===== src/hw/rtl/apr_pkg.sv =====
// ----------------------------------------------------------------------------
// Aging page replacement package
// Shared constants, register codes and sequencer states for the aging
// page replacement block.
// ----------------------------------------------------------------------------
package apr_pkg;

  // Default table geometry.
  localparam int FRAMES_DEF    = 16;
  localparam int PAGE_BITS_DEF = 20;

  // Age counter.
  localparam int            AGE_W   = 8;
  localparam logic [AGE_W-1:0] AGE_TOP = 8'h80;

  // Result frame index field.
  localparam int IDX_OUT_W = 4;

  // Configuration register.
  localparam int             CFG_W     = 5;
  localparam logic [CFG_W-1:0] CFG_RESET = 5'd16;

  // APB port.
  localparam int APB_DATA_W = 32;
  localparam int APB_ADDR_W = 3;
  localparam int REG_IDX_W  = APB_ADDR_W - 2;

  localparam logic [REG_IDX_W-1:0] REG_FRAMES_IN_USE = 1'd0;

  typedef enum logic [2:0] {
    ST_IDLE,
    ST_SCAN,
    ST_FILL,
    ST_AGE,
    ST_DONE
  } state_t;

endpackage


===== src/hw/rtl/apr_in_if.sv =====
// ----------------------------------------------------------------------------
// Page reference channel
// Valid/ready channel that carries one referenced page number per beat.
// ----------------------------------------------------------------------------
interface apr_in_if #(
  parameter int PAGE_BITS = apr_pkg::PAGE_BITS_DEF
);
  logic                 valid;
  logic                 ready;
  logic [PAGE_BITS-1:0] page_number;

  modport source (output valid, output page_number, input ready);
  modport sink   (input valid, input page_number, output ready);
endinterface


===== src/hw/rtl/apr_out_if.sv =====
// ----------------------------------------------------------------------------
// Replacement result channel
// Valid/ready channel that carries one lookup/replacement result per beat.
// ----------------------------------------------------------------------------
interface apr_out_if #(
  parameter int PAGE_BITS = apr_pkg::PAGE_BITS_DEF
);
  logic                           valid;
  logic                           ready;
  logic                           hit;
  logic [apr_pkg::IDX_OUT_W-1:0]  frame_index;
  logic                           evicted_valid;
  logic [PAGE_BITS-1:0]           evicted_page;

  modport source (output valid, output hit, output frame_index, output evicted_valid,
                  output evicted_page, input ready);
  modport sink   (input valid, input hit, input frame_index, input evicted_valid,
                  input evicted_page, output ready);
endinterface


===== src/hw/rtl/aging_page_replacement.sv =====
// ----------------------------------------------------------------------------
// Aging page replacement
// Frame table with lookup, fill, smallest-age eviction and 8-bit aging.
// ----------------------------------------------------------------------------
// One page reference is handled at a time: after acceptance the block runs a scan
// pass over the n active frames, a fill step, an aging pass over the same frames
// and its done step before it returns to idle for the next acceptance; each pass
// also waits out the registered read of the last frame.
// If the previous result still waits unaccepted in the output register, the
// block holds in its done step until that beat leaves. Page numbers and ages
// sit in two single-port-read RAMs, so the block walks the active frames twice,
// one frame per cycle: a first pass compares each frame's page and age to find
// a hit, the lowest free frame and the oldest frame, and a second pass
// rewrites every valid age through the shifter. A finished result waits in
// the output register while the next reference is already accepted.
module aging_page_replacement #(
  parameter int FRAMES    = apr_pkg::FRAMES_DEF,
  parameter int PAGE_BITS = apr_pkg::PAGE_BITS_DEF
) (
  input  logic                              clk,
  input  logic                              rst_n,
  apr_in_if.sink                            in_ch,
  apr_out_if.source                         out_ch,
  input  logic                              psel,
  input  logic                              penable,
  input  logic                              pwrite,
  input  logic [apr_pkg::APB_ADDR_W-1:0]    paddr,
  input  logic [apr_pkg::APB_DATA_W-1:0]    pwdata,
  output logic [apr_pkg::APB_DATA_W-1:0]    prdata,
  output logic                              pready
);

  localparam int IDX_W = $clog2(FRAMES);
  localparam int CNT_W = $clog2(FRAMES + 1);
  localparam int LIM_W = (CNT_W > apr_pkg::CFG_W) ? CNT_W : apr_pkg::CFG_W;
  localparam int AGE_W = apr_pkg::AGE_W;

  // Configuration.
  logic [apr_pkg::CFG_W-1:0]     frames_in_use_r;
  logic [apr_pkg::REG_IDX_W-1:0] reg_idx;
  logic                          cfg_wr;
  logic [LIM_W-1:0]              lim_ext;
  logic [CNT_W-1:0]              n_act;

  // Sequencer.
  apr_pkg::state_t state_r, state_nxt;
  logic [CNT_W-1:0]     n_r;
  logic [CNT_W-1:0]     cnt_r;
  logic                 chk_v_r;
  logic [IDX_W-1:0]     chk_idx_r;
  logic [FRAMES-1:0]    valid_r;

  // Per-reference working registers.
  logic [PAGE_BITS-1:0] pg_r;
  logic                 hit_r;
  logic [IDX_W-1:0]     hit_idx_r;
  logic                 free_r;
  logic [IDX_W-1:0]     free_idx_r;
  logic [AGE_W-1:0]     min_age_r;
  logic [IDX_W-1:0]     min_idx_r;
  logic [PAGE_BITS-1:0] min_page_r;
  logic [IDX_W-1:0]     slot_r;
  logic                 miss_r;
  logic                 ev_r;
  logic [PAGE_BITS-1:0] ev_page_r;

  // Output register.
  logic                          out_valid_r;
  logic                          out_hit_r;
  logic [apr_pkg::IDX_OUT_W-1:0] out_idx_r;
  logic                          out_ev_r;
  logic [PAGE_BITS-1:0]          out_ev_page_r;

  // Control decoded from the state.
  logic in_ready;
  logic accept;
  logic scan_st;
  logic age_st;
  logic fill_st;
  logic done_st;
  logic load_out;
  logic issue;
  logic pass_end;

  // Memory ports and compare unit.
  logic [IDX_W-1:0]     rd_addr;
  logic [PAGE_BITS-1:0] page_rd;
  logic [AGE_W-1:0]     age_rd;
  logic                 page_we;
  logic [IDX_W-1:0]     fill_slot;
  logic                 age_we;
  logic [AGE_W-1:0]     age_wdata;
  logic [AGE_W-1:0]     age_shr;
  logic                 chk_valid;
  logic [AGE_W-1:0]     chk_age;
  logic                 page_eq;
  logic                 take_min;

  // --------------------------------------------------------------------------
  // Configuration port
  // --------------------------------------------------------------------------
  assign reg_idx = paddr[apr_pkg::APB_ADDR_W-1:2];
  assign cfg_wr  = psel && penable && pwrite && pready;
  assign pready  = 1'b1;

  always_comb begin
    unique case (reg_idx)
      apr_pkg::REG_FRAMES_IN_USE: prdata = apr_pkg::APB_DATA_W'(frames_in_use_r);
      default:                    prdata = '0;
    endcase
  end

  always_ff @(posedge clk) begin
    if (!rst_n) begin
      frames_in_use_r <= apr_pkg::CFG_RESET;
    end else if (cfg_wr && (reg_idx == apr_pkg::REG_FRAMES_IN_USE)) begin
      frames_in_use_r <= pwdata[apr_pkg::CFG_W-1:0];
    end
  end

  // A limit of zero behaves as one frame, and any limit above the table as the table.
  assign lim_ext = LIM_W'(frames_in_use_r);
  assign n_act   = (lim_ext == '0)              ? CNT_W'(1) :
                   (lim_ext > LIM_W'(FRAMES))   ? CNT_W'(FRAMES) :
                                                  CNT_W'(lim_ext);

  // --------------------------------------------------------------------------
  // Sequencer
  // --------------------------------------------------------------------------
  assign issue    = (scan_st || age_st) && (cnt_r < n_r);
  assign pass_end = (cnt_r == n_r) && !chk_v_r;
  assign rd_addr  = cnt_r[IDX_W-1:0];
  assign accept   = in_ch.valid && in_ready;

  always_comb begin
    state_nxt = state_r;
    unique case (state_r)
      apr_pkg::ST_IDLE: begin
        if (in_ch.valid) begin
          state_nxt = apr_pkg::ST_SCAN;
        end
      end
      apr_pkg::ST_SCAN: begin
        if (pass_end) begin
          state_nxt = apr_pkg::ST_FILL;
        end
      end
      apr_pkg::ST_FILL: begin
        state_nxt = apr_pkg::ST_AGE;
      end
      apr_pkg::ST_AGE: begin
        if (pass_end) begin
          state_nxt = apr_pkg::ST_DONE;
        end
      end
      apr_pkg::ST_DONE: begin
        if (!out_valid_r || out_ch.ready) begin
          state_nxt = apr_pkg::ST_IDLE;
        end
      end
      default: state_nxt = apr_pkg::ST_IDLE;
    endcase
  end

  always_comb begin
    in_ready = 1'b0;
    scan_st  = 1'b0;
    fill_st  = 1'b0;
    age_st   = 1'b0;
    done_st  = 1'b0;
    unique case (state_r)
      apr_pkg::ST_IDLE: in_ready = 1'b1;
      apr_pkg::ST_SCAN: scan_st  = 1'b1;
      apr_pkg::ST_FILL: fill_st  = 1'b1;
      apr_pkg::ST_AGE:  age_st   = 1'b1;
      apr_pkg::ST_DONE: done_st  = 1'b1;
      default: ;
    endcase
  end

  assign load_out = done_st && (!out_valid_r || out_ch.ready);

  always_ff @(posedge clk) begin
    if (!rst_n) begin
      state_r     <= apr_pkg::ST_IDLE;
      chk_v_r     <= 1'b0;
      valid_r     <= '0;
      out_valid_r <= 1'b0;
    end else begin
      state_r <= state_nxt;
      chk_v_r <= issue;
      if (fill_st) begin
        valid_r[fill_slot] <= 1'b1;
      end
      if (load_out) begin
        out_valid_r <= 1'b1;
      end else if (out_ch.ready) begin
        out_valid_r <= 1'b0;
      end
    end
  end

  // --------------------------------------------------------------------------
  // Compare unit: one frame per cycle during the scan pass
  // --------------------------------------------------------------------------
  assign chk_valid = valid_r[chk_idx_r];
  assign chk_age   = chk_valid ? age_rd : '0;
  assign page_eq   = chk_valid && (page_rd == pg_r);
  assign take_min  = (chk_idx_r == '0) || (chk_age < min_age_r);

  assign fill_slot = hit_r  ? hit_idx_r :
                     free_r ? free_idx_r : min_idx_r;

  always_ff @(posedge clk) begin
    if (accept) begin
      pg_r   <= in_ch.page_number;
      n_r    <= n_act;
      cnt_r  <= '0;
      hit_r  <= 1'b0;
      free_r <= 1'b0;
    end
    if (issue) begin
      cnt_r <= cnt_r + CNT_W'(1);
    end
    chk_idx_r <= rd_addr;
    if (scan_st && chk_v_r) begin
      if (!hit_r && page_eq) begin
        hit_r     <= 1'b1;
        hit_idx_r <= chk_idx_r;
      end
      if (!free_r && !chk_valid) begin
        free_r     <= 1'b1;
        free_idx_r <= chk_idx_r;
      end
      if (take_min) begin
        min_age_r  <= chk_age;
        min_idx_r  <= chk_idx_r;
        min_page_r <= page_rd;
      end
    end
    if (fill_st) begin
      cnt_r     <= '0;
      slot_r    <= fill_slot;
      miss_r    <= !hit_r;
      ev_r      <= !hit_r && !free_r;
      ev_page_r <= (!hit_r && !free_r) ? min_page_r : '0;
    end
    if (load_out) begin
      out_hit_r     <= !miss_r;
      out_idx_r     <= apr_pkg::IDX_OUT_W'(slot_r);
      out_ev_r      <= ev_r;
      out_ev_page_r <= ev_page_r;
    end
  end

  // --------------------------------------------------------------------------
  // Aging pass: read one age, write it back shifted on the next cycle
  // --------------------------------------------------------------------------
  // A freshly filled frame starts at zero, so after the shift it holds only
  // the top bit.
  assign age_shr   = {1'b0, age_rd[AGE_W-1:1]};
  assign age_wdata = (chk_idx_r != slot_r) ? age_shr :
                     miss_r                ? apr_pkg::AGE_TOP :
                                             (age_shr | apr_pkg::AGE_TOP);
  assign age_we    = age_st && chk_v_r && chk_valid;
  assign page_we   = fill_st && !hit_r;

  apr_ram #(
    .WIDTH (PAGE_BITS),
    .DEPTH (FRAMES)
  ) u_page_ram (
    .clk   (clk),
    .we    (page_we),
    .waddr (fill_slot),
    .wdata (pg_r),
    .raddr (rd_addr),
    .rdata (page_rd)
  );

  apr_ram #(
    .WIDTH (AGE_W),
    .DEPTH (FRAMES)
  ) u_age_ram (
    .clk   (clk),
    .we    (age_we),
    .waddr (chk_idx_r),
    .wdata (age_wdata),
    .raddr (rd_addr),
    .rdata (age_rd)
  );

  // --------------------------------------------------------------------------
  // Channels
  // --------------------------------------------------------------------------
  assign in_ch.ready          = in_ready;
  assign out_ch.valid         = out_valid_r;
  assign out_ch.hit           = out_hit_r;
  assign out_ch.frame_index   = out_idx_r;
  assign out_ch.evicted_valid = out_ev_r;
  assign out_ch.evicted_page  = out_ev_page_r;

endmodule


===== src/hw/rtl/apr_ram.sv =====
// ----------------------------------------------------------------------------
// Generic RAM
// One write port and one read port with registered read data.
// ----------------------------------------------------------------------------
module apr_ram #(
  parameter int WIDTH = 8,
  parameter int DEPTH = 16
) (
  input  logic                     clk,
  input  logic                     we,
  input  logic [$clog2(DEPTH)-1:0] waddr,
  input  logic [WIDTH-1:0]         wdata,
  input  logic [$clog2(DEPTH)-1:0] raddr,
  output logic [WIDTH-1:0]         rdata
);

  logic [WIDTH-1:0] mem_r [DEPTH];
  logic [WIDTH-1:0] rdata_r;

  always_ff @(posedge clk) begin
    if (we) begin
      mem_r[waddr] <= wdata;
    end
    rdata_r <= mem_r[raddr];
  end

  assign rdata = rdata_r;

endmodule


===== src/flat_wrapper.sv =====
// flat-port wrapper written by rule: the top's interface ports become plain ports
module aging_page_replacement_flat 
#(
  parameter int FRAMES    = apr_pkg::FRAMES_DEF,
  parameter int PAGE_BITS = apr_pkg::PAGE_BITS_DEF
)
  (clk, rst_n, psel, penable, pwrite, paddr, pwdata, prdata, pready, in_ch_valid, in_ch_page_number, in_ch_ready, out_ch_valid, out_ch_hit, out_ch_frame_index, out_ch_evicted_valid, out_ch_evicted_page, out_ch_ready);
  apr_in_if #(.PAGE_BITS(PAGE_BITS)) in_ch_i ();
  apr_out_if #(.PAGE_BITS(PAGE_BITS)) out_ch_i ();
  input  logic clk;
  input  logic rst_n;
  input  logic psel;
  input  logic penable;
  input  logic pwrite;
  input  logic [apr_pkg::APB_ADDR_W-1:0] paddr;
  input  logic [apr_pkg::APB_DATA_W-1:0] pwdata;
  output logic [apr_pkg::APB_DATA_W-1:0] prdata;
  output logic pready;
  input wire logic [$bits(in_ch_i.valid)-1:0] in_ch_valid;
  input wire logic [$bits(in_ch_i.page_number)-1:0] in_ch_page_number;
  output wire logic [$bits(in_ch_i.ready)-1:0] in_ch_ready;
  output wire logic [$bits(out_ch_i.valid)-1:0] out_ch_valid;
  output wire logic [$bits(out_ch_i.hit)-1:0] out_ch_hit;
  output wire logic [$bits(out_ch_i.frame_index)-1:0] out_ch_frame_index;
  output wire logic [$bits(out_ch_i.evicted_valid)-1:0] out_ch_evicted_valid;
  output wire logic [$bits(out_ch_i.evicted_page)-1:0] out_ch_evicted_page;
  input wire logic [$bits(out_ch_i.ready)-1:0] out_ch_ready;
  assign in_ch_i.valid = in_ch_valid;
  assign in_ch_i.page_number = in_ch_page_number;
  assign in_ch_ready = in_ch_i.ready;
  assign out_ch_valid = out_ch_i.valid;
  assign out_ch_hit = out_ch_i.hit;
  assign out_ch_frame_index = out_ch_i.frame_index;
  assign out_ch_evicted_valid = out_ch_i.evicted_valid;
  assign out_ch_evicted_page = out_ch_i.evicted_page;
  assign out_ch_i.ready = out_ch_ready;
  aging_page_replacement #(.FRAMES(FRAMES), .PAGE_BITS(PAGE_BITS)) u_core (.clk(clk), .rst_n(rst_n), .in_ch(in_ch_i), .out_ch(out_ch_i), .psel(psel), .penable(penable), .pwrite(pwrite), .paddr(paddr), .pwdata(pwdata), .prdata(prdata), .pready(pready));
endmodule

===== config.mk =====
export PLATFORM = sky130hd
export DESIGN_NAME = aging_page_replacement_flat
export DESIGN_NICKNAME = d
export VERILOG_FILES = /design/src/hw/rtl/apr_pkg.sv /design/src/hw/rtl/apr_in_if.sv /design/src/hw/rtl/apr_out_if.sv /design/src/hw/rtl/aging_page_replacement.sv /design/src/hw/rtl/apr_ram.sv /design/src/flat_wrapper.sv
export SDC_FILE = /design/constraint.sdc
export NUM_CORES = 1
export LEC_CHECK = 0
export BUFFER_PORTS_ARGS = -buffer_cell sky130_fd_sc_hd__buf_2
export CAP_MARGIN = 15
export CORE_MARGIN = 8
export CORE_UTILIZATION = 50
export CTS_CLUSTER_DIAMETER = 50
export DETAILED_ROUTE_END_ITERATION = 7
export GPL_TIMING_DRIVEN = 0
export HOLD_SLACK_MARGIN = 0.03
export PLACE_DENSITY_LB_ADDON = 0.12
export REMOVE_ABC_BUFFERS = 1
export SETUP_SLACK_MARGIN = 0.05
export SYNTH_ARGS = -nofsm -noshare
export SYNTH_HDL_FRONTEND = slang
export SYNTH_SLANG_ARGS = --single-unit

===== constraint.sdc =====
create_clock -name clk -period 7.3 [get_ports clk]
set_input_delay 1.095 -clock clk [delete_from_list [all_inputs] [get_ports clk]]
set_output_delay 1.095 -clock clk [all_outputs]
set_load 0.03 [all_outputs]

==> metrics.txt, run 1 <==
result of the run=finished, final reports clean; average via count per standard cell=5.67; sequential-to-total area share from yosys stat=76.7%; leading post-synthesis cells by cell area=sky130_fd_sc_hd__edfxtp_1 71%, sky130_fd_sc_hd__mux4_2 13%, sky130_fd_sc_hd__dfxtp_1 5.5%; setup fix buffers added after clock tree synthesis=0; post-synth cell types=48; Layout Cells excl Fill=just under 2000; transition time at the pin with the least slew margin=1.01 ns; Post-Synthesis Cells=1157; top-level I/O count=between 100 and 150; storage element area=around 18000 um2; fin crit share=57.1%; clock tree root driver cell=sky130_fd_sc_hd__clkbuf_16; NumNets Final=1341; Placement Setup Slack=3.06 ns; total net switching power=0.00209 W; launch point of the worst reg-to-reg path=u_core.chk_idx_r[3]$_DFF_P_; CP required=7.59 ns; Detailed Route Iter0 Violations=869; number of max-slew violations in the final report=0; area delta synth->final=15.8%; clk buf depth=3; RePlAce Congestion=about 0.75; Worst Hold Path EP=u_core.out_ch.evicted_page[9]$_DFFE_PP_; cell area power density=323 nW/um2; H-tree level count=3; post-detailed-route count of antenna-violating nets=0; Detail Placement HPWL=29.5 mm; arrival time at the worst endpoint=4.45 ns; fraction of power consumed by the clock network=39.3%; Final Setup Violations=0; number of buffer and inverter instances along the worst setup path=1; IO Port Bufs=65; Hold Vio Cnt, Final=0; Final Worst Setup Slack=between 3 and 4 ns; die width=234 um; first-pass GRT wire length=73.0 mm; post-CTS sizing=0; # hold bufs at CTS=0; number of detailed-routing iterations run before antenna repair=7; layout cell share with drive strength beyond 1=28.0%; worst path cell trace=mux2_2, o2bb2ai_1, a2bb2o_4, and2_1, ha_1, a21o_1, a21oi_1, nand4_1, o2bb2ai_4, buf_16; Peak supply drop=202 uV; CP Capture Type=flop; crit-path max cell delay=0.80 ns; Warnings, synthesis=0; die boundary height=between 200 and 250 um; slowest CP cell=sky130_fd_sc_hd__dfxtp_1; number of placement rows=80; clock latency at the later pin of the worst-skew pair=around 0.60 ns; unrepaired setup endpoints after global routing=false; maximum number of pins on one net before global-route repair=44; Total Wirelength=49.3 mm; class of the tightest hold or removal check=flop to flop; utilization after layout=around three fifths; GR Overflow Total=0; hold_sp=u_core.ev_page_r[9]$_SDFFCE_PN0N_; dpl cells=1809; global routing usage summed across all routing layers=18.4%; Filler Cells Inserted=3453; top-area cell type share of the netlist area=between 70% and 80%; Total Negative Setup Slacks=0 ns; Fmax achieved=240 MHz; area of all placed cells without fillers=27600 um2; Maximum Capacitance Violations=0; CTS clk-pin slew, worst paths=~0.060 ns; initial antenna violation count=1; post-synthesis instance area=23800 um2; antenna cells=0; largest clock skew in the final design=0.0240 ns; number of enable flip-flop cells after synthesis=565; area of the multi-input gates=~5300 um2; Die Outline Area=around 55000 um2; R2R Setup Slk=3.13 ns; Initial Utilization=50.3%; Net Sw Frac=23.4%; kind of cell with the highest combined delay on the critical path=compound AO/OA/AOI/OAI gates; Crit Reg-Reg Endpoint=u_core.min_page_r[1]$_DFFE_PP_; Core ar.=47300 um2; clock period minus worst slack=~4.2 ns; post-synthesis area per instance=slightly above 20 um2; synthesized flop and latch total=630; static leakage=~9 nW; Setup Crit Path Kind=flop to flop; cts bufs inserted=68; largest fanout of any net on the critical path=20; count of cells along the worst hold path=0; top cell type by total area after synthesis=sky130_fd_sc_hd__edfxtp_1; FFs w/ async S/R, synth=0%; clock tree from TritonCTS=yes; DR WL/cell=around 25 um; Main synth FF type=sky130_fd_sc_hd__edfxtp_1; dpl cell area=25200 um2; via count of the first global-routing pass=~11000; r2r worst-path depth=10; tightest slew margin relative to the limit=32.6%; Critical Path Start Type=flop; routed vias=11000; Comb power frac=11.8%; DRC violations left=0; internal portion of total power=just under 0.007 W; share of total power in sequential cells=48.8%; sinks on the clock net=630
[cell usage in the layout (no fill, tap or decap), types with 3 or more instances in the layout]
| cell | count |
|---|---|
| sky130_fd_sc_hd__buf_16 | 12 |
| sky130_fd_sc_hd__nor2_4 | 16 |
| sky130_fd_sc_hd__nor2b_1 | 5 |
| sky130_fd_sc_hd__clkbuf_1 | 16 |
| sky130_fd_sc_hd__mux2_2 | 5 |
| sky130_fd_sc_hd__nand4_1 | 4 |
| sky130_fd_sc_hd__bufinv_16 | 7 |
| sky130_fd_sc_hd__xnor2_1 | 5 |
| sky130_fd_sc_hd__mux4_2 | 141 |
| sky130_fd_sc_hd__buf_12 | 7 |
| sky130_fd_sc_hd__xor2_1 | 21 |
| sky130_fd_sc_hd__nand3_1 | 10 |
| sky130_fd_sc_hd__clkinvlp_4 | 3 |
| sky130_fd_sc_hd__clkinv_2 | 11 |
| sky130_fd_sc_hd__o21a_1 | 17 |
| sky130_fd_sc_hd__clkinv_4 | 3 |
| sky130_fd_sc_hd__clkbuf_8 | 6 |
| sky130_fd_sc_hd__dfxtp_1 | 61 |
| sky130_fd_sc_hd__dfxtp_4 | 3 |
| sky130_fd_sc_hd__nor3b_1 | 5 |
| sky130_fd_sc_hd__clkbuf_16 | 72 |
| sky130_fd_sc_hd__a21o_1 | 6 |
| sky130_fd_sc_hd__nand3b_1 | 4 |
| sky130_fd_sc_hd__inv_1 | 25 |
| sky130_fd_sc_hd__or3_1 | 3 |
| sky130_fd_sc_hd__a21oi_1 | 8 |
| sky130_fd_sc_hd__edfxtp_1 | 565 |
| sky130_fd_sc_hd__and2_1 | 39 |
| sky130_fd_sc_hd__conb_1 | 28 |
| sky130_fd_sc_hd__clkinv_1 | 4 |
| sky130_fd_sc_hd__nand2_1 | 22 |
| sky130_fd_sc_hd__nor4_1 | 3 |
| sky130_fd_sc_hd__nor2_1 | 47 |
| sky130_fd_sc_hd__mux2i_1 | 10 |
| sky130_fd_sc_hd__ha_1 | 15 |
| sky130_fd_sc_hd__buf_2 | 65 |
| sky130_fd_sc_hd__nor3_1 | 6 |
[registers in the layout (all words and copies together) (netlist names), 3 cells and up]
register                    flops
u_core.state_r                  3
u_core.min_page_r              20
u_core.n_r                      5
u_core.u_page_ram.rdata        20
u_core.chk_idx_r                4
u_core.min_age_r                8
u_core.out_ch.frame_index       4
u_core.free_idx_r               4
u_core.ev_page_r               20
u_core.frames_in_use_r          5
u_core.slot_r                   4
u_core.min_idx_r                4
u_core.pg_r                    20
u_core.hit_idx_r                4
u_core.u_age_ram.mem_r        128
u_core.cnt_r                    5
u_core.u_page_ram.mem_r       320
u_core.valid_r                 16
u_core.u_age_ram.rdata          8
u_core.out_ch.evicted_page     20
[worst max-delay path by stage]
stage / startpoint / endpoint / slack, ns / cells after the start
after floorplan: u_core.cnt_r[0]$_SDFFE_PN0P_ / u_core.cnt_r[2]$_SDFFE_PN0P_ / 1.22 / 5
after global placement: u_core.cnt_r[0]$_SDFFE_PN0P_ / u_core.cnt_r[0]$_SDFFE_PN0P_ / -1.23 / 5
after detailed placement: u_core.chk_idx_r[3]$_DFF_P_ / u_core.min_page_r[15]$_DFFE_PP_ / 3.06 / 10
after CTS: u_core.chk_idx_r[3]$_DFF_P_ / u_core.min_page_r[1]$_DFFE_PP_ / 3.09 / 10
after global routing: u_core.chk_idx_r[3]$_DFF_P_ / u_core.min_page_r[1]$_DFFE_PP_ / 2.98 / 10
final: u_core.chk_idx_r[3]$_DFF_P_ / u_core.min_page_r[1]$_DFFE_PP_ / 3.13 / 10
[area by class of cell]
type | count | area share [%]
Sequential cell | 630 | 66.3
Multi-Input combinational cell | 450 | 19.1
Clock buffer | 94 | 7.05
Timing Repair Buffer | 86 | 2.97
Tap cell | 615 | 2.79
Clock inverter | 32 | 1.40
Inverter | 28 | 0.381
[power groups by stage]
stage / sequential, W / clock, W / combinational [W]
floorplan: 0.00444 / 0 / 0.000765
global placement: 0.00459 / 0 / 0.00104
detailed placement: 0.00444 / 0 / 0.00106
CTS: 0.00436 / 0.00359 / 0.00107
global route: 0.00438 / 0.00372 / 0.00113
finish: 0.00435 / 0.00351 / 0.00105
[routing by layer]
metal  vias to the layer above  share of wire (%)  GRT usage, %
met2                       292                 48          29.3
met1                      5815                 44          25.5
li1                       4806                  -             -
met3                        57                5.9          3.91
met4                         0                1.8          5.60
met5                         -                  0             0
[stage by stage]
| stage | hold slack [ns] | total power (W) |
|---|---|---|
| after CTS | 0.413 | 0.00902 |
| after floorplan | 0.400 | 0.00521 |
| after global routing | 0.423 | 0.00923 |
| final | 0.413 | 0.00891 |
| after global placement | 0.402 | 0.00562 |
| after detailed placement | 0.405 | 0.00550 |
[synth_stat cells (8+ instances only)]
| library cell | count |
|---|---|
| sky130_fd_sc_hd__edfxtp_1 | 565 |
| sky130_fd_sc_hd__mux4_2 | 141 |
| sky130_fd_sc_hd__dfxtp_1 | 65 |
| sky130_fd_sc_hd__nor2_1 | 64 |
| sky130_fd_sc_hd__and2_1 | 39 |
| sky130_fd_sc_hd__buf_4 | 32 |
| sky130_fd_sc_hd__clkbuf_1 | 27 |
| sky130_fd_sc_hd__inv_1 | 27 |
| sky130_fd_sc_hd__nand2_1 | 22 |
| sky130_fd_sc_hd__xor2_1 | 21 |
| sky130_fd_sc_hd__o21a_1 | 17 |
| sky130_fd_sc_hd__ha_1 | 15 |
| sky130_fd_sc_hd__mux2i_1 | 10 |
| sky130_fd_sc_hd__nand3_1 | 10 |
| sky130_fd_sc_hd__a21oi_1 | 8 |
| sky130_fd_sc_hd__buf_2 | 8 |
[cell families after synthesis]
kind of cell / count (synthesis) / synth area share [%]
DFF: 630 / 76.7
and+or+nand+nor: 178 / 3.83
muxes: 156 / 14.0
buffers and inverters: 103 / 2.23
AOI/OAI and AO/OA: 47 / 1.47
xor gates and xnor gates: 26 / 0.956
adders and majority gates: 15 / 0.788
other: 2 / 0.0315
Note: power is estimated with default switching activity, not from simulation.
==> run 2: changes to the inputs <==
==> constraint.sdc (replaced) <==
create_clock -name clk -period 3.3 [get_ports clk]
set_input_delay 0.495 -clock clk [delete_from_list [all_inputs] [get_ports clk]]
set_output_delay 0.495 -clock clk [all_outputs]
set_load 0.03 [all_outputs]
==> run 2 against run 1 <==
  * Setup slack got worse by 3.0 ns
  * Count of clock-buffer cells in the layout unchanged
  * Maximum frequency is 33% higher
  * First-iteration DRC count up 7.4%
  * Worst hold slack worse by 0.34 ns
  * Sequential power rose by 120%
  * Combinational power increased by 140%
  * Register-to-register slack worse by 3.0 ns
  * Largest cell class unchanged
  * Highest routed layer unchanged
==> metrics.txt, run 2 (synthesis results as in run 1) <==
commonest cells after routing, fill and taps aside=565 x sky130_fd_sc_hd__edfxtp_1, 141 x sky130_fd_sc_hd__mux4_2, 73 x sky130_fd_sc_hd__clkbuf_16 (was 565 x sky130_fd_sc_hd__edfxtp_1, 141 x sky130_fd_sc_hd__mux4_2, 72 x sky130_fd_sc_hd__clkbuf_16); Core ar.=47300 um2 (unchanged); Die Outline Area=54900 um2 (unchanged); H-tree level count=3 (unchanged); fraction of power consumed by the clock network=39.0% (was 39.3%); layout cell share with drive strength beyond 1=30.2% (was 28.0%); Initial Utilization=50.3% (unchanged); dpl cell area=25200 um2 (unchanged); routed vias=11100 (was 11000); GR Overflow Total=0 (unchanged); Peak supply drop=451 uV (was 202 uV); Total Wirelength=50.0 mm (was 49.3 mm); top-level I/O count=123 (unchanged); DR WL/cell=25.5 um (about the same); most common cell after layout, fill and taps aside=sky130_fd_sc_hd__edfxtp_1 (unchanged); class of the tightest hold or removal check=input port to flop (was flop to flop); Detailed Route Iter0 Violations=933 (was 869); first-pass GRT wire length=74.2 mm (was 73.0 mm); DRC violations left=0 (unchanged); RePlAce Congestion=0.752 (unchanged); total net switching power=0.00467 W (was 0.00209 W); CP Capture Type=flop (unchanged); clock tree from TritonCTS=yes (unchanged); Final Setup Violations=0 (unchanged); worst path cell trace=mux4_2, o22a_1, a2bb2o_4, and2_4, ha_4, o21ai_0, a221o_1, nand2_2, nand3_4, o2bb2ai_4, buf_12, buf_16 (was mux2_2, o2bb2ai_1, a2bb2o_4, and2_1, ha_1, a21o_1, a21oi_1, nand4_1, o2bb2ai_4, buf_16); flip-flop count of the largest register after layout=320 (unchanged); Layout Cells excl Fill=1958 (was 1935); Maximum Capacitance Violations=0 (unchanged); cts bufs inserted=68 (unchanged); maximum number of pins on one net before global-route repair=44 (unchanged); share of total power in sequential cells=48.4% (was 48.8%); largest register by flop count=u_core.u_page_ram.mem_r (unchanged); slowest CP cell=sky130_fd_sc_hd__mux4_2 (was sky130_fd_sc_hd__dfxtp_1); global routing usage summed across all routing layers=18.7% (was 18.4%); die boundary height=234 um (unchanged); IO Port Bufs=65 (unchanged); utilization after layout=59.0% (was 58.2%); total power of the final layout=0.0199 W (was 0.00891 W); Detail Placement HPWL=29.5 mm (unchanged); Fmax achieved=320 MHz (was 240 MHz); average via count per standard cell=5.66 (was 5.67); Comb power frac=12.5% (was 11.8%); dpl cells=1809 (unchanged); clk buf depth=3 (unchanged); post-detailed-route count of antenna-violating nets=0 (unchanged); crit-path max cell delay=0.51 ns (was 0.80 ns); transition time at the pin with the least slew margin=1.01 ns (about the same); tightest slew margin relative to the limit=32.5% (was 32.6%); internal portion of total power=0.0152 W (was 0.00683 W); static leakage=9.17 nW (was 9.02 nW); via count of the first global-routing pass=11400 (was 11200); clock tree root driver cell=sky130_fd_sc_hd__clkbuf_16 (unchanged); largest clock skew in the final design=0.0277 ns (was 0.0240 ns); Setup Crit Path Kind=flop to flop (unchanged); number of detailed-routing iterations run before antenna repair=5 (was 7); largest registers=u_core.u_page_ram.mem_r: 320 flops, u_core.u_age_ram.mem_r: 128 flops (unchanged); Critical Path Start Type=flop (unchanged); clock period minus worst slack=3.13 ns (was 4.17 ns); fin crit share=94.8% (was 57.1%); Net Sw Frac=23.5% (was 23.4%); R2R Setup Slk=0.17 ns (was 3.13 ns); clock latency at the later pin of the worst-skew pair=0.60 ns (about the same); largest fanout of any net on the critical path=8 (was 20); antenna cells=0 (unchanged); die width=234 um (unchanged); Final Worst Setup Slack=0.172 ns (was 3.13 ns); area of all placed cells without fillers=27900 um2 (was 27600 um2); area delta synth->final=17.3% (was 15.8%); cell area power density=711 nW/um2 (was 323 nW/um2); number of placement rows=80 (unchanged); arrival time at the worst endpoint=3.47 ns (was 4.45 ns); CP required=3.64 ns (was 7.59 ns); result of the run=finished, final reports clean (unchanged); NumNets Final=1364 (was 1341); unrepaired setup endpoints after global routing=false (unchanged); number of max-slew violations in the final report=0 (unchanged); CTS clk-pin slew, worst paths=0.06 ns (about the same); initial antenna violation count=1 (unchanged); Hold Vio Cnt, Final=0 (unchanged); sinks on the clock net=630 (unchanged); Placement Setup Slack=-0.940 ns (was 3.06 ns)
## run 2: per-layer routing
layer / part of all wire [%] / global-route usage [%] / vias up
met5: 0 / 0 / -
met4: 2.1 / 5.90 / 0
met3: 6.3 / 4.12 / 65
met2: 48 / 29.7 / 349
met1: 43 / 25.9 / 5829
li1: - / - / 4849
## run 2: worst paths after layout
check,cells past startpoint,startpoint,end
min,1,in_ch_page_number[4],u_core.pg_r[4]$_DFFE_PP_
min reg2reg,0,u_core.ev_page_r[9]$_SDFFCE_PN0N_,u_core.out_ch.evicted_page[9]$_DFFE_PP_
max reg2reg,12,u_core.chk_idx_r[2]$_DFF_P_,u_core.min_page_r[18]$_DFFE_PP_
max,12,u_core.chk_idx_r[2]$_DFF_P_,u_core.min_page_r[18]$_DFFE_PP_
## run 2: through the flow
stage | setup TNS (ns) | hold WS, ns
after detailed placement | -29.56 | 0.405
final | 0 | 0.0722
after global placement | -836.74 | 0.402
after CTS | 0 | 0.0323
after floorplan | -135.36 | 0.400
after global routing | 0 | 0.0414
## run 2: layout make-up
type | instances | area, um2
clock buffers | 94 | 1940
clock inverters | 32 | 387
fillers | 3417 | 19400
inverters | 28 | 108
multi-input cells | 451 | 5370
flip-flops and latches | 630 | 18300
well taps | 615 | 769
repair buffers | 108 | 1060
## run 2: power groups by stage
stage | Combinational (W) | Sequential, W | Clock, W
finish | 0.00249 | 0.00962 | 0.00776
global route | 0.00269 | 0.00967 | 0.00824
CTS | 0.00251 | 0.00964 | 0.00795
detailed placement | 0.00235 | 0.00981 | 0
global placement | 0.00224 | 0.0101 | 0
floorplan | 0.00169 | 0.00982 | 0
## run 2: worst max-delay path, delay by kind of cell (launching register included)
kind	cells	cell delay, ns
buf+inv	2	0.31
fa+ha+maj	1	0.26
flops	1	0.35
compound gates	5	1.08
mux	1	0.51
simple gates	3	0.35
## run 2: what timing repair did
action,CTS,global route
gates resized for setup,21,3
gates cloned,2,1
pin swaps,13,7
endpoints found under the hold margin,3,0
hold buffers,3,0
endpoints found under the setup margin,92,28
buffers inserted,15,2
==> run 3: changes to the inputs <==
--- a/config.mk
+++ b/config.mk
@@ -7,8 +7,10 @@
 export LEC_CHECK = 0
 export BUFFER_PORTS_ARGS = -buffer_cell sky130_fd_sc_hd__buf_2
 export CAP_MARGIN = 15
+export CELL_PAD_IN_SITES_DETAIL_PLACEMENT = 1
+export CELL_PAD_IN_SITES_GLOBAL_PLACEMENT = 2
 export CORE_MARGIN = 8
-export CORE_UTILIZATION = 50
+export CORE_UTILIZATION = 43
 export CTS_CLUSTER_DIAMETER = 50
 export DETAILED_ROUTE_END_ITERATION = 7
 export GPL_TIMING_DRIVEN = 0
==> constraint.sdc (replaced) <==
create_clock -name clk -period 3.3 [get_ports clk]
set_input_delay 0.495 -clock clk [delete_from_list [all_inputs] [get_ports clk]]
set_output_delay 0.495 -clock clk [all_outputs]
set_load 0.1 [all_outputs]
==> run 3 against run 2 <==
  * Clock power rose by 9.5%
  * Die area up 15%
  * Cell area grew 1.9%
  * Clock skew decreased by 0.0014 ns
  * Final cell count rose by 7.6%
  * Maximum frequency shrank 0.62%
  * Register-to-register slack got worse by 0.02 ns
  * First-iteration DRC count down 8.1%
  * Wire length grew 12%
  * Non-clock buffer count increased by 6
  * Critical path type unchanged
  * Highest routed layer unchanged
==> metrics.txt, run 3 (synthesis results as in run 1) <==
class of the tightest hold or removal check=input port to flop (unchanged); number of max-slew violations in the final report=0 (unchanged); total net switching power=0.00503 W (was 0.00467 W); cts bufs inserted=73 (was 68); internal portion of total power=0.0157 W (was 0.0152 W); initial antenna violation count=0 (was 1); R2R Setup Slk=0.15 ns (was 0.17 ns); storage element area=18300 um2 (about the same); post-detailed-route count of antenna-violating nets=0 (unchanged); Initial Utilization=43.3% (was 50.3%); fraction of power consumed by the clock network=40.9% (was 39.0%); area delta synth->final=19.5% (was 17.3%); arrival time at the worst endpoint=3.45 ns (was 3.47 ns); CP Capture Type=flop (unchanged); H-tree level count=3 (unchanged); layout cell share with drive strength beyond 1=30.9% (was 30.2%); clock latency at the later pin of the worst-skew pair=0.61 ns (was 0.60 ns); clock tree root driver cell=sky130_fd_sc_hd__clkbuf_16 (unchanged); transition time at the pin with the least slew margin=0.900 ns (was 1.01 ns); share of total power in sequential cells=46.5% (was 48.4%); Filler Cells Inserted=4818 (was 3417); Final Setup Violations=0 (unchanged); sinks on the clock net=630 (unchanged); NumNets Final=1374 (was 1364); largest registers=u_core.u_page_ram.mem_r: 320 flops, u_core.u_age_ram.mem_r: 128 flops (unchanged); most common cell after layout, fill and taps aside=sky130_fd_sc_hd__edfxtp_1 (unchanged); worst path cell trace=mux4_2, o22a_1, a2bb2o_4, and2_4, ha_4, a21o_1, a21oi_2, nand4_1, o2bb2ai_4, buf_8, buf_12 (was mux4_2, o22a_1, a2bb2o_4, and2_4, ha_4, o21ai_0, a221o_1, nand2_2, nand3_4, o2bb2ai_4, buf_12, buf_16); die width=251 um (was 234 um); Net Sw Frac=24.2% (was 23.5%); tightest slew margin relative to the limit=40.0% (was 32.5%); slowest CP cell=sky130_fd_sc_hd__mux4_2 (unchanged); area of all placed cells without fillers=28500 um2 (was 27900 um2); number of detailed-routing iterations run before antenna repair=4 (was 5); average via count per standard cell=5.26 (was 5.66); hold_sp=in_ch_page_number[1] (was in_ch_page_number[4]); Core ar.=55000 um2 (was 47300 um2); Fmax achieved=318 MHz (was 320 MHz); maximum number of pins on one net before global-route repair=56 (was 44); antenna cells=0 (unchanged); CTS clk-pin slew, worst paths=0.06 ns (about the same); static leakage=9.34 nW (was 9.17 nW); die boundary height=251 um (was 234 um); launch point of the worst reg-to-reg path=u_core.chk_idx_r[2]$_DFF_P_ (unchanged); fin crit share=95.4% (was 94.8%); largest fanout of any net on the critical path=7 (was 8); beginning of the critical path=u_core.chk_idx_r[2]$_DFF_P_ (unchanged); result of the run=finished, final reports clean (unchanged); flip-flop count of the largest register after layout=320 (unchanged); crit-path max cell delay=0.50 ns (was 0.51 ns); Setup Crit Path Kind=flop to flop (unchanged); IO Port Bufs=65 (unchanged); Crit Reg-Reg Endpoint=u_core.min_page_r[14]$_DFFE_PP_ (was u_core.min_page_r[18]$_DFFE_PP_); total power of the final layout=0.0208 W (was 0.0199 W); top-level I/O count=123 (unchanged); clock period minus worst slack=3.15 ns (was 3.13 ns); Detail Placement HPWL=33.6 mm (was 29.5 mm); unrepaired setup endpoints after global routing=true (was false); first-pass GRT wire length=82.3 mm (was 74.2 mm); clock tree from TritonCTS=yes (unchanged); largest register by flop count=u_core.u_page_ram.mem_r (unchanged); GR Overflow Total=0 (unchanged); Hold Vio Cnt, Final=0 (unchanged); via count of the first global-routing pass=12100 (was 11400); number of placement rows=86 (was 80); RePlAce Congestion=0.694 (was 0.752); DR WL/cell=26.5 um (was 25.5 um); DRC violations left=0 (unchanged); r2r worst-path depth=11 (was 12); Detailed Route Iter0 Violations=857 (was 933); dpl cells=1950 (was 1809); Die Outline Area=63200 um2 (was 54900 um2); commonest cells after routing, fill and taps aside=565 x sky130_fd_sc_hd__edfxtp_1, 141 x sky130_fd_sc_hd__mux4_2, 77 x sky130_fd_sc_hd__clkbuf_16 (was 565 x sky130_fd_sc_hd__edfxtp_1, 141 x sky130_fd_sc_hd__mux4_2, 73 x sky130_fd_sc_hd__clkbuf_16); Layout Cells excl Fill=2106 (was 1958); Peak supply drop=477 uV (was 451 uV); dpl cell area=25500 um2 (was 25200 um2); global routing usage summed across all routing layers=17.9% (was 18.7%); Critical Path Start Type=flop (unchanged); Total Wirelength=55.8 mm (was 50.0 mm); largest clock skew in the final design=0.0263 ns (was 0.0277 ns); clk buf depth=3 (unchanged); Maximum Capacitance Violations=0 (unchanged); Total Negative Setup Slacks=0 ns (unchanged); Comb power frac=12.6% (was 12.5%); area of the multi-input gates=5330 um2 (was 5370 um2); routed vias=11100 (about the same); cell area power density=730 nW/um2 (was 711 nW/um2); Worst setup endpoint=u_core.min_page_r[14]$_DFFE_PP_ (was u_core.min_page_r[18]$_DFFE_PP_); CP required=3.60 ns (was 3.64 ns)
==> run 3: per-layer routing <==
| layer | vias up | part of all wire, % | wire length (um) | track usage, % |
|---|---|---|---|---|
| met5 | - | 0 | 0 | 0 |
| met2 | 201 | 50 | 28100 | 30.1 |
| met4 | 0 | 1.7 | 975 | 5.09 |
| met3 | 73 | 3.5 | 1950 | 2.72 |
| met1 | 5931 | 44 | 24800 | 24.1 |
| li1 | 4869 | - | - | - |
==> run 3: what timing repair did <==
item | CTS | global route
pin swaps | 8 | 10
resized for setup | 15 | 5
hold endpoints to repair | 4 | 0
setup buffers | 11 | 1
gates cloned | 2 | 2
setup endpoints to repair | 32 | 32
hold buffers | 4 | 0
==> run 3: power groups by stage <==
stage	logic (W)	registers [W]	clock network [W]
after floorplan	0.00180	0.00982	0
after global placement	0.00234	0.0101	0
after detailed placement	0.00249	0.00985	0
after CTS	0.00264	0.00967	0.00869
after global routing	0.00282	0.00971	0.00900
final	0.00262	0.00966	0.00850
==> run 3: layout make-up <==
type	instances	area share, %
well taps	748	3.29
multi-input cells	450	18.7
inverters	28	0.369
repair buffers	114	4.27
flip-flops and latches	630	64.3
clock buffers	100	7.31
clock inverters	36	1.76
==> run 3: worst min-delay path by stage <==
stage | cells after the start | to | slack (ns)
CTS | 1 | u_core.pg_r[1]$_DFFE_PP_ | 0.03
finish | 1 | u_core.pg_r[1]$_DFFE_PP_ | 0.07
floorplan | 0 | u_core.out_ch.evicted_page[0]$_DFFE_PP_ | 0.40
detailed placement | 0 | u_core.out_ch.evicted_page[3]$_DFFE_PP_ | 0.41
global placement | 0 | u_core.out_ch.evicted_page[15]$_DFFE_PP_ | 0.40
global route | 1 | u_core.pg_r[1]$_DFFE_PP_ | 0.04
==> run 3: critical path, delay by kind of cell, from the launching register on <==
kind	cells	cell delay (ns)
adder cells (fa/ha/maj)	1	0.21
multiplexers	1	0.50
AO/OA/AOI/OAI	5	1.09
AND/OR/NAND/NOR	2	0.33
flip-flops	1	0.37
buffers and inverters	2	0.33
==> run 3: through the flow <==
step / hold WS, ns / util (%) / setup WS (ns)
floorplan: 0.400 / - / -2.78
global placement: 0.402 / 45.0 / -5.63
detailed placement: 0.406 / 46.4 / -0.964
CTS: 0.0311 / 51.6 / 0.0992
global route: 0.0443 / 51.7 / 0.0495
finish: 0.0723 / 51.7 / 0.152
